$ cat src/design/lsps_pkg.sv
// ----------------------------------------------------------------------------
// LED strip pattern sequencer package
// Field widths, register map, reset values and the phase encoding.
// ----------------------------------------------------------------------------
`timescale 1ns / 1ps

package lsps_pkg;

    // Field widths
    localparam int COLOR_W  = 24;
    localparam int INDEX_W  = 8;
    localparam int LIGHTS_W = 9;
    localparam int BLOCK_W  = 9;
    localparam int BCOUNT_W = 8;
    localparam int BFRAME_W = 8;
    localparam int END_W    = 16;
    localparam int FRAME_W  = 17;

    // APB port
    localparam int APB_AW = 5;
    localparam int APB_DW = 32;

    // Register indexes (byte address = 4 * index)
    localparam logic [2:0] REG_NUM_LIGHTS  = 3'd0;
    localparam logic [2:0] REG_BLOCK_LEFT  = 3'd1;
    localparam logic [2:0] REG_BLOCK_RIGHT = 3'd2;
    localparam logic [2:0] REG_BLINK_COUNT = 3'd3;
    localparam logic [2:0] REG_BLINK_FRAME = 3'd4;
    localparam logic [2:0] REG_END_FRAMES  = 3'd5;

    // Register reset values
    localparam logic [LIGHTS_W-1:0] RST_NUM_LIGHTS  = 9'd64;
    localparam logic [BLOCK_W-1:0]  RST_BLOCK_LEFT  = 9'd3;
    localparam logic [BLOCK_W-1:0]  RST_BLOCK_RIGHT = 9'd3;
    localparam logic [BCOUNT_W-1:0] RST_BLINK_COUNT = 8'd4;
    localparam logic [BFRAME_W-1:0] RST_BLINK_FRAME = 8'd8;
    localparam logic [END_W-1:0]    RST_END_FRAMES  = 16'd16;

    // Pattern phases
    typedef enum logic [6:0] {
        PH_LEFT   = 7'b0000001,
        PH_RIGHT  = 7'b0000010,
        PH_FILL_L = 7'b0000100,
        PH_CROSS  = 7'b0001000,
        PH_FILL_R = 7'b0010000,
        PH_BLINK  = 7'b0100000,
        PH_END    = 7'b1000000
    } t_phase;

endpackage

$ cat src/design/led_strip_pattern_sequencer_top.sv
// ----------------------------------------------------------------------------
// LED strip pattern sequencer
// Output: a result is registered and valid in the cycle after its input transfer.
// Throughput: one light per cycle; the single output register is the only
//   stage, and a new transfer is taken whenever it is empty or being drained.
// Reset: synchronous, active low; clears the sequencer counters, loads the
//   register defaults and empties the output register.
// ----------------------------------------------------------------------------
`timescale 1ns / 1ps

module led_strip_pattern_sequencer_top #(
    parameter int MAX_LIGHTS = 256
) (
    input  logic                         i_clk,
    input  logic                         i_rst_n,
    // Input stream
    input  logic                         s_axis_tvalid,
    output logic                         s_axis_tready,
    // [23:0] on_color, [47:24] off_color
    input  logic [47:0]                  s_axis_tdata,
    // Output stream
    output logic                         m_axis_tvalid,
    input  logic                         m_axis_tready,
    // [7:0] light_index, [31:8] color
    output logic [31:0]                  m_axis_tdata,
    // [0] lit
    output logic                         m_axis_tuser,
    output logic                         m_axis_tlast,
    // APB configuration port
    input  logic                         psel,
    input  logic                         penable,
    input  logic                         pwrite,
    input  logic [lsps_pkg::APB_AW-1:0]  paddr,
    input  logic [lsps_pkg::APB_DW-1:0]  pwdata,
    output logic [lsps_pkg::APB_DW-1:0]  prdata,
    output logic                         pready
);

    localparam int PW = (MAX_LIGHTS > 1) ? $clog2(MAX_LIGHTS) : 1;
    localparam int LW = $clog2(MAX_LIGHTS + 1);
    localparam int SW = 20;
    localparam logic signed [SW-1:0] ONE = 1;

    // Configuration registers
    logic [lsps_pkg::LIGHTS_W-1:0] r_num_lights;
    logic [lsps_pkg::BLOCK_W-1:0]  r_block_left;
    logic [lsps_pkg::BLOCK_W-1:0]  r_block_right;
    logic [lsps_pkg::BCOUNT_W-1:0] r_blink_count;
    logic [lsps_pkg::BFRAME_W-1:0] r_blink_frames;
    logic [lsps_pkg::END_W-1:0]    r_end_frames;

    // Sequencer state
    lsps_pkg::t_phase              r_phase, n_phase;
    logic [lsps_pkg::FRAME_W-1:0]  r_frame, n_frame;
    logic [PW-1:0]                 r_position, n_position;
    logic [lsps_pkg::BFRAME_W-1:0] r_blink_sub, n_blink_sub;
    logic                          r_parity, n_parity;

    // Output register
    logic                          r_m_valid;
    logic [31:0]                   r_m_data;
    logic                          r_m_lit;
    logic                          r_m_last;

    logic                          w_cfg_wr;
    logic                          w_accept;
    logic [LW-1:0]                 w_eff_l;
    logic [lsps_pkg::BFRAME_W-1:0] w_period;
    logic [15:0]                   w_blink_len;
    logic signed [SW-1:0]          w_n, w_s, w_l, w_k1, w_k2, w_m, w_l1;
    logic                          w_in_left, w_in_right, w_in_cross_r;
    logic                          w_on, w_last;
    logic [lsps_pkg::FRAME_W:0]    w_f;
    logic [lsps_pkg::BFRAME_W:0]   w_sub_inc;
    logic [lsps_pkg::COLOR_W-1:0]  w_on_color, w_off_color;

    assign w_on_color  = s_axis_tdata[23:0];
    assign w_off_color = s_axis_tdata[47:24];

    // APB: always ready, write on the access cycle
    assign pready   = 1'b1;
    assign w_cfg_wr = psel & penable & pwrite & pready;

    always_ff @(posedge i_clk) begin
        if (!i_rst_n) begin
            r_num_lights   <= lsps_pkg::RST_NUM_LIGHTS;
            r_block_left   <= lsps_pkg::RST_BLOCK_LEFT;
            r_block_right  <= lsps_pkg::RST_BLOCK_RIGHT;
            r_blink_count  <= lsps_pkg::RST_BLINK_COUNT;
            r_blink_frames <= lsps_pkg::RST_BLINK_FRAME;
            r_end_frames   <= lsps_pkg::RST_END_FRAMES;
        end else if (w_cfg_wr) begin
            unique case (paddr[4:2])
                lsps_pkg::REG_NUM_LIGHTS:  r_num_lights   <= pwdata[8:0];
                lsps_pkg::REG_BLOCK_LEFT:  r_block_left   <= pwdata[8:0];
                lsps_pkg::REG_BLOCK_RIGHT: r_block_right  <= pwdata[8:0];
                lsps_pkg::REG_BLINK_COUNT: r_blink_count  <= pwdata[7:0];
                lsps_pkg::REG_BLINK_FRAME: r_blink_frames <= pwdata[7:0];
                lsps_pkg::REG_END_FRAMES:  r_end_frames   <= pwdata[15:0];
                default: ;
            endcase
        end
    end

    // Register readback
    always_comb begin
        prdata = '0;
        unique case (paddr[4:2])
            lsps_pkg::REG_NUM_LIGHTS:  prdata = 32'(r_num_lights);
            lsps_pkg::REG_BLOCK_LEFT:  prdata = 32'(r_block_left);
            lsps_pkg::REG_BLOCK_RIGHT: prdata = 32'(r_block_right);
            lsps_pkg::REG_BLINK_COUNT: prdata = 32'(r_blink_count);
            lsps_pkg::REG_BLINK_FRAME: prdata = 32'(r_blink_frames);
            lsps_pkg::REG_END_FRAMES:  prdata = 32'(r_end_frames);
            default:                   prdata = '0;
        endcase
    end

    // Clamp the light count and the blink period
    always_comb begin
        if (r_num_lights == '0) begin
            w_eff_l = LW'(1);
        end else if (int'(r_num_lights) > MAX_LIGHTS) begin
            w_eff_l = LW'(MAX_LIGHTS);
        end else begin
            w_eff_l = LW'(r_num_lights);
        end
    end

    assign w_period    = (r_blink_frames == '0) ? lsps_pkg::BFRAME_W'(1) : r_blink_frames;
    assign w_blink_len = 16'(r_blink_count) * 16'(w_period);

    // Pattern geometry in signed arithmetic
    assign w_n  = SW'(r_position);
    assign w_s  = SW'(r_frame);
    assign w_l  = SW'(w_eff_l);
    assign w_k1 = SW'(r_block_left);
    assign w_k2 = SW'(r_block_right);
    assign w_l1 = w_l - ONE;
    assign w_m  = w_l1 - w_s;

    assign w_in_left    = (w_n >= w_s) && (w_n < w_s + w_k1);
    assign w_in_right   = (w_n <= w_m) && (w_n + w_k2 > w_m);
    assign w_in_cross_r = (w_n <= w_m) && (w_n + w_k1 > w_m);
    assign w_last       = (w_n >= w_l1);

    // Select lit state by phase
    always_comb begin
        unique case (r_phase)
            lsps_pkg::PH_LEFT:   w_on = w_in_left;
            lsps_pkg::PH_RIGHT:  w_on = w_in_right;
            lsps_pkg::PH_FILL_L: w_on = (w_n <= w_s);
            lsps_pkg::PH_CROSS:  w_on = w_in_left | w_in_cross_r;
            lsps_pkg::PH_FILL_R: w_on = (w_n >= w_m);
            lsps_pkg::PH_BLINK:  w_on = r_position[0] ^ r_parity;
            default:             w_on = 1'b0;
        endcase
    end

    // Advance position, frame and phase
    assign w_f       = {1'b0, r_frame} + 1'b1;
    assign w_sub_inc = {1'b0, r_blink_sub} + 1'b1;

    always_comb begin
        n_phase     = r_phase;
        n_frame     = r_frame;
        n_position  = r_position + 1'b1;
        n_blink_sub = r_blink_sub;
        n_parity    = r_parity;
        if (w_last) begin
            n_position = '0;
            unique case (r_phase)
                lsps_pkg::PH_LEFT, lsps_pkg::PH_RIGHT, lsps_pkg::PH_FILL_L,
                lsps_pkg::PH_CROSS, lsps_pkg::PH_FILL_R: begin
                    if (w_f >= (lsps_pkg::FRAME_W+1)'(w_eff_l)) begin
                        n_frame = '0;
                        unique case (r_phase)
                            lsps_pkg::PH_LEFT:   n_phase = lsps_pkg::PH_RIGHT;
                            lsps_pkg::PH_RIGHT:  n_phase = lsps_pkg::PH_FILL_L;
                            lsps_pkg::PH_FILL_L: n_phase = lsps_pkg::PH_CROSS;
                            lsps_pkg::PH_CROSS:  n_phase = lsps_pkg::PH_FILL_R;
                            default: begin
                                n_blink_sub = '0;
                                n_parity    = 1'b0;
                                if (r_blink_count != '0) begin
                                    n_phase = lsps_pkg::PH_BLINK;
                                end else if (r_end_frames != '0) begin
                                    n_phase = lsps_pkg::PH_END;
                                end else begin
                                    n_phase = lsps_pkg::PH_LEFT;
                                end
                            end
                        endcase
                    end else begin
                        n_frame = lsps_pkg::FRAME_W'(w_f);
                    end
                end
                lsps_pkg::PH_BLINK: begin
                    if (w_sub_inc >= (lsps_pkg::BFRAME_W+1)'(w_period)) begin
                        n_blink_sub = '0;
                        n_parity    = ~r_parity;
                    end else begin
                        n_blink_sub = lsps_pkg::BFRAME_W'(w_sub_inc);
                    end
                    if (w_f >= (lsps_pkg::FRAME_W+1)'(w_blink_len)) begin
                        n_frame = '0;
                        n_phase = (r_end_frames != '0) ? lsps_pkg::PH_END
                                                       : lsps_pkg::PH_LEFT;
                    end else begin
                        n_frame = lsps_pkg::FRAME_W'(w_f);
                    end
                end
                default: begin
                    if (w_f >= (lsps_pkg::FRAME_W+1)'(r_end_frames)) begin
                        n_frame = '0;
                        n_phase = lsps_pkg::PH_LEFT;
                    end else begin
                        n_frame = lsps_pkg::FRAME_W'(w_f);
                    end
                end
            endcase
        end
    end

    // Take a transfer when the output register is empty or draining
    assign s_axis_tready = ~r_m_valid | m_axis_tready;
    assign w_accept      = s_axis_tvalid & s_axis_tready;

    always_ff @(posedge i_clk) begin
        if (!i_rst_n) begin
            r_phase     <= lsps_pkg::PH_LEFT;
            r_frame     <= '0;
            r_position  <= '0;
            r_blink_sub <= '0;
            r_parity    <= 1'b0;
        end else if (w_accept) begin
            r_phase     <= n_phase;
            r_frame     <= n_frame;
            r_position  <= n_position;
            r_blink_sub <= n_blink_sub;
            r_parity    <= n_parity;
        end
    end

    // Hold the result until the sink takes it
    always_ff @(posedge i_clk) begin
        if (!i_rst_n) begin
            r_m_valid <= 1'b0;
        end else if (w_accept) begin
            r_m_valid <= 1'b1;
        end else if (m_axis_tready) begin
            r_m_valid <= 1'b0;
        end
    end

    always_ff @(posedge i_clk) begin
        if (w_accept) begin
            r_m_data <= {(w_on ? w_on_color : w_off_color),
                         lsps_pkg::INDEX_W'(r_position)};
            r_m_lit  <= w_on;
            r_m_last <= w_last;
        end
    end

    assign m_axis_tvalid = r_m_valid;
    assign m_axis_tdata  = r_m_data;
    assign m_axis_tuser  = r_m_lit;
    assign m_axis_tlast  = r_m_last;

endmodule
$ cat config.mk
export PLATFORM = sky130hd
export DESIGN_NAME = led_strip_pattern_sequencer_top
export DESIGN_NICKNAME = d
export VERILOG_FILES = /design/src/design/lsps_pkg.sv /design/src/design/led_strip_pattern_sequencer_top.sv
export SDC_FILE = /design/constraint.sdc
export NUM_CORES = 1
export LEC_CHECK = 0
export ABC_AREA = 1
export BUFFER_PORTS_ARGS = -buffer_cell sky130_fd_sc_hd__buf_2
export CAP_MARGIN = 20
export CORE_MARGIN = 2
export CORE_UTILIZATION = 55
export DETAILED_ROUTE_END_ITERATION = 16
export GPL_ROUTABILITY_DRIVEN = 0
export GPL_TIMING_DRIVEN = 0
export PLACE_DENSITY = 0.79
export SYNTH_ARGS = -nofsm -noshare
export SYNTH_HDL_FRONTEND = slang
export SYNTH_SLANG_ARGS = --single-unit
export TNS_END_PERCENT = 30
$ cat constraint.sdc
create_clock -name i_clk -period 5.74 [get_ports i_clk]
set_clock_uncertainty 0.1 [all_clocks]
set_input_delay 0.574 -clock i_clk [delete_from_list [all_inputs] [get_ports i_clk]]
set_output_delay 0.574 -clock i_clk [all_outputs]
set_load 0.005 [all_outputs]
Word-level counts from Yosys, hierarchy flattened
Index checks and enable logic that the tools add are counted.

Logic and storage cells: 111. Output and inout port bits: 69. Bits in registers: 135. Input port bits: 92.

Eq/ne operators: 15. Multiply operators: 1. Reductions and logical operators: 23. Bitwise gates (word level): 8. $lt $le $gt $ge: 13. Mux-type cells: 28. $add $sub $neg: 8.

Operators by type and width (count): $pmux W16 S6 (1); $mux W17 (3); $mux W8 (5); $gt A11 B19 Y1 (2); $ge A18 B16 Y1 (2); $mux W7 (5); $pmux W17 S2 (1); $pmux W7 S4 (1); $mux W24 (1); $add A8 B9 Y10 (2); $ge A9 B19 Y1 (1); $le A9 B19 Y1 (1); $sub A10 B18 Y19 (1); $add A17 B1 Y18 const B (1); $add A17 B9 Y18 (1); $ge A18 B9 Y1 (1); $lt A8 B18 Y1 (1); $mux W9 (2); $ge A8 B17 Y1 (1); $le A8 B17 Y1 (1); $mul A8 B8 Y16 (1); $pmux W8 S2 (1); $reduce_bool A16 Y1 (1); $pmux W7 S2 (1); 35 further kinds (58).

Logic depth before layout (Yosys ltp)
Depth in word-level cells: 10. Mapped depth: 38. Gate-level depth less buffers: 37.

Worst setup path after synthesis
Ideal clock, no wire load.

Path kind: register to register. From: register r_blink_frames[6] (netlist name). To: register r_phase[4]. Period minus slack after synthesis: 5.570 ns. Setup time: 0.113 ns. Setup slack: 0.170 ns. Cell stages (with the launch flop): 34. Path buffers: 2. Data required time: 5.527 ns. Data arrival time: 5.357 ns. Cell sequence: dfxtp_1 clkbuf_1 nand2_1 inv_1 fa_1 fa_1 fa_1 inv_1 fa_1 inv_1 ha_1 nand2_1 nor3_1 nand2_1 o211ai_1 a21oi_1 o21ai_0 a21oi_1 nor2_1 nor2_1 xor2_1 ha_1 nand2_1 nor2_1 nand4_1 nand3_1 nor2_1 nand2_1 nand2_1 inv_1 nand3_2 buf_6 o21ai_1 nor2_1.

Word-level cells in the longest chain between the ends: 6.

Ends and longest elaborated chain: start, declared (line led_strip_pattern_sequencer_top.sv:49) `logic [lsps_pkg::BFRAME_W-1:0] r_blink_frames;`; start signal, assigned (line led_strip_pattern_sequencer_top.sv:90) `r_blink_frames <= lsps_pkg::RST_BLINK_FRAME;`; start signal, assigned (line led_strip_pattern_sequencer_top.sv:98) `lsps_pkg::REG_BLINK_FRAME: r_blink_frames <= pwdata[7:0];`; $logic_not A8 Y1 (line led_strip_pattern_sequencer_top.sv:130) `assign w_period = (r_blink_frames == '0) ? lsps_pkg::BFRAME_W'(1) : r_blink_frames;`; $mux W8 * (line led_strip_pattern_sequencer_top.sv:130); $mul A8 B8 Y16 * (line led_strip_pattern_sequencer_top.sv:131) `assign w_blink_len = 16'(r_blink_count) * 16'(w_period);`; $ge A18 B16 Y1 * (line led_strip_pattern_sequencer_top.sv:205) `if (w_f >= (lsps_pkg::FRAME_W+1)'(w_blink_len)) begin`; $ne A2 B2 Y1 (no line) *; $reduce_and A5 Y1 (no line) *; end signal, assigned (line led_strip_pattern_sequencer_top.sv:231) `r_phase <= lsps_pkg::PH_LEFT;`; end signal, assigned (line led_strip_pattern_sequencer_top.sv:237) `r_phase <= n_phase;`; end, declared (line led_strip_pattern_sequencer_top.sv:53) `lsps_pkg::t_phase r_phase, n_phase;`.

Every way passes the cells marked *; elsewhere a longest branch is shown, timed or not. A chain may end at the register's enable or synchronous reset.

Worst setup path in the final report
From: register r_blink_frames[3] (netlist name). To: register r_phase[0].

The elaborated chain is that of the path after synthesis.

==> summary.md <==
| Metric | Value |
|---|---|
| Comb power frac | `0.148` |
| R2R cell count | `34` |
| Largest stage delay, worst path | `0.55 ns` |
| RSZ-0062 raised after global routing | `true` |
| Worst hold start | `s_axis_tdata[13]` |
| Post-synth top area cell | `ha_1` |
| # H-tree levels | `4` |
| Worst Path Class, Setup | `flop to flop` |
| Synth top area share | `0.162` |
| Iter 0 DRT Violations | `1218` |
| HPWL after DPL | `about 30 mm` |
| Worst Hold Class | `primary input to flop` |
| Syn Area/Cell | `slightly below 7 um2` |
| Clock root cell | `clkbuf_16` |
| Synth area leaders | `ha_1 (16%), dfxtp_1 (15%), nand2_1 (12%)` |
| Port bufs | `roughly 120` |
| Post-Synthesis Cells | `1928` |
| Failing checks | `negative setup slack` |
| GRT Total Usage | `0.306` |
| Layout cell share with drive strength beyond 1 | `0.159` |
| Post-Syn Area | `0.0134 mm2` |
| Fin crit period | `5.78 ns` |
| Synthesis Warnings | `0` |
| Synth unique cells | `53` |
| Reg-to-reg slack, setup | `-0.04 ns` |
| Sequential Power Share | `0.399` |
| Worst Hold Path EP | `m_axis_tdata[21]` |
| Reg2Reg Launch Point | `r_blink_frames[3]` |
| Total iterations of the first detailed-routing run | `6` |
| Wire per inst | `16.1 um` |
| Commonest non-fill, non-tap cell in the layout | `nand2_1` |
| DR vias/cell | `5.49` |
| P_int | `1850 uW` |
| Final worst setup slack | `-0.0393 ns` |
| Starting Density | `0.556` |
| Post-route insts no fill | `2442` |
| Register Area | `0.00309 mm2` |
| Fin crit share | `1.01` |
| Vias in the first global route | `approximately 13000` |
| CTS tree | `done` |
| Synth async-reset ratio | `0` |
| Crit path DAT | `5.95 ns` |
| Initial antenna violation count | `0` |
| Switching pwr | `702 uW` |
| Post-CTS Hold Fix Bufs | `0` |
| Required @ worst endpoint | `around 5.9 ns` |
| Die area | `0.0256 mm2` |
| Reg clk slew, reported paths | `0.06 ns` |
| Crit start category | `flop` |
| Final ANT Viol Nets | `0` |
| PD cells | `approximately 160 mW/mm2` |
| N_diodes | `0` |
| Commonest non-fill, non-tap cells in the layout | `nand2_1 (417), inv_1 (316), nor2_1 (184)` |
| Max_slew headroom | `0.251` |
| Hold path cells | `3` |
| Critical path's slowest cell | `fa_1` |
| Area of the multi-input gates | `0.00897 mm2` |
| Placed cells | `2393` |
| CP Capture Type | `flop` |
| Post-synth EDFFs | `34` |
| Layout net count | `2411` |
| CTS sink cnt | `135` |
| First-pass GRT wire length | `62.7 mm` |
| Worst-Skew Late Latency | `0.44 ns` |
| Area Growth Syn to Fin | `16.3%` |
| Num ports | `161` |
| P_leak | `0.00840 uW` |
| Largest net degree at the start of global routing | `27` |
| Endpoints failing setup | `3` |
| Dominant synthesized flop cell | `dfxtp_1` |
| Actual slew at the worst max-slew pin | `~1.1 ns` |
| CTS max path bufs | `2` |
| CTS Buf Count | `17` |
| Die X | `160 um` |
| Core area | `about 0.024 mm2` |
| Post-Place Worst Slack | `-0.885 ns` |
| Hold Slack | `0.306 ns` |
| Vias | `13400` |
| Register area share after synthesis | `0.227` |
| Grt total ovfl | `0` |
| Final wirelength | `39.3 mm` |
| Critical path peak fanout | `8` |
| Final Util | `0.647` |
| Most frequent CP cell | `nand2_1` |
| Die height | `160 um` |
| Number of synthesized register bits | `135` |
| Fin. Hold Viols | `0` |
| Fmax | `0.173 GHz` |
| Crit Reg-Reg Endpoint | `r_phase[0]` |
| Row count | `57` |
| Filler Cells Inserted | `around 2100` |
| # DRC | `0` |
| Sw frac | `0.275` |
| Clock Power Share | `0.452` |
| MaxCap Viol Count | `0` |
| Final Max Slew Viols | `0` |
| Maximum vdd drop | `144 uV` |
| Status | `finished with violations` |
-- kinds of logic (layout without fill, tap and decap cells) --
group,count (synthesis),in the layout,synth area share
flip-flops,135,135,0.227
XOR/XNOR,65,65,0.0425
adder cells (fa/ha/maj),214,214,0.222
AND/OR/NAND/NOR,853,853,0.279
AO/OA/AOI/OAI,255,255,0.105
other,2,18,0.000560
buffers and inverters,404,578,0.124
-- sequential cells by signal, indices dropped and copies added, names as in the netlist, 8 cells and up --
name	count
m_axis_tdata	32
r_frame	17
r_end_frames	16
r_block_left	9
r_block_right	9
r_num_lights	9
r_blink_count	8
r_blink_frames	8
r_blink_sub	8
r_position	8
-- stage by stage --
stage	setup TNS (ns)	total power, uW	cell area [um2]
after floorplan	0	1280	13500
after global placement	-16.21	1390	14500
after detailed placement	-18.29	1400	14500
after CTS	0	2540	15300
after global routing	-7.73	2640	15600
final	-0.0670	2550	15600
-- critical path, delay by kind of cell (launching register included) --
kind	cells	cell delay [ns]
flops	1	0.42
buf+inv	5	0.38
simple gates	18	1.48
xor+xnor	1	0.26
fa+ha+maj	6	2.40
compound gates	4	0.58
-- repair_timing --
action / in CTS / in global routing
gates cloned: 1 / 0
buffers inserted: 13 / 17
pin swaps: 14 / 37
setup endpoints to repair: 23 / 43
gates resized for setup: 51 / 40
-- cells in the mapped netlist (2+ instances only) --
library cell	n
o21bai_1	7
nor3_1	13
a211oi_1	3
nand2_4	3
nand3_2	2
nor3_2	6
clkbuf_1	32
nand4_1	36
a21o_1	4
xnor2_1	20
o21ai_1	11
clkinv_1	3
nand2_2	26
o211ai_1	9
edfxtp_1	34
nor4_1	9
buf_4	22
nand3_1	121
fa_1	40
a21oi_1	115
buf_6	4
nor2_1	190
conb_1	2
and2_1	2
buf_2	3
inv_2	8
nand3b_1	6
o22ai_1	14
a22oi_1	8
dfxtp_1	101
inv_1	329
a221oi_1	4
xor2_1	45
nand2_1	425
nor2_2	4
buf_12	2
o21ai_0	74
nor2_4	3
ha_1	174
-- worst max-delay path by stage --
stage,startpoint,endpoint
floorplan,r_blink_frames[6],r_phase[4]
global placement,r_blink_frames[4],r_phase[4]
detailed placement,r_blink_frames[4],r_phase[0]
CTS,r_blink_frames[2],r_phase[0]
global route,r_blink_frames[4],r_phase[6]
finish,r_blink_frames[3],r_phase[0]
-- power groups by stage --
stage	Sequential (uW)	Combinational, uW	Clock, uW
CTS	1020	367	1160
finish	1020	378	1150
floorplan	1040	238	0
global placement	1040	354	0
global route	1020	422	1200
detailed placement	1040	366	0
-- layout make-up --
type,instances,area share
Multi-Input combinational cell,1405,0.575
Tap cell,324,0.0260
Buffer,50,0.0223
Inverter,340,0.0823
Clock inverter,13,0.0109
Sequential cell,135,0.198
Timing Repair Buffer,156,0.0567
Clock buffer,19,0.0284
-- routing by layer --
metal	part of all wire	global-route usage	wire length (um)
met1	0.40	0.365	15600
met4	0.061	0.181	2420
met5	0	0	0
met2	0.47	0.517	18500
met3	0.073	0.0532	2850
Note: power is estimated with default switching activity, not from simulation.
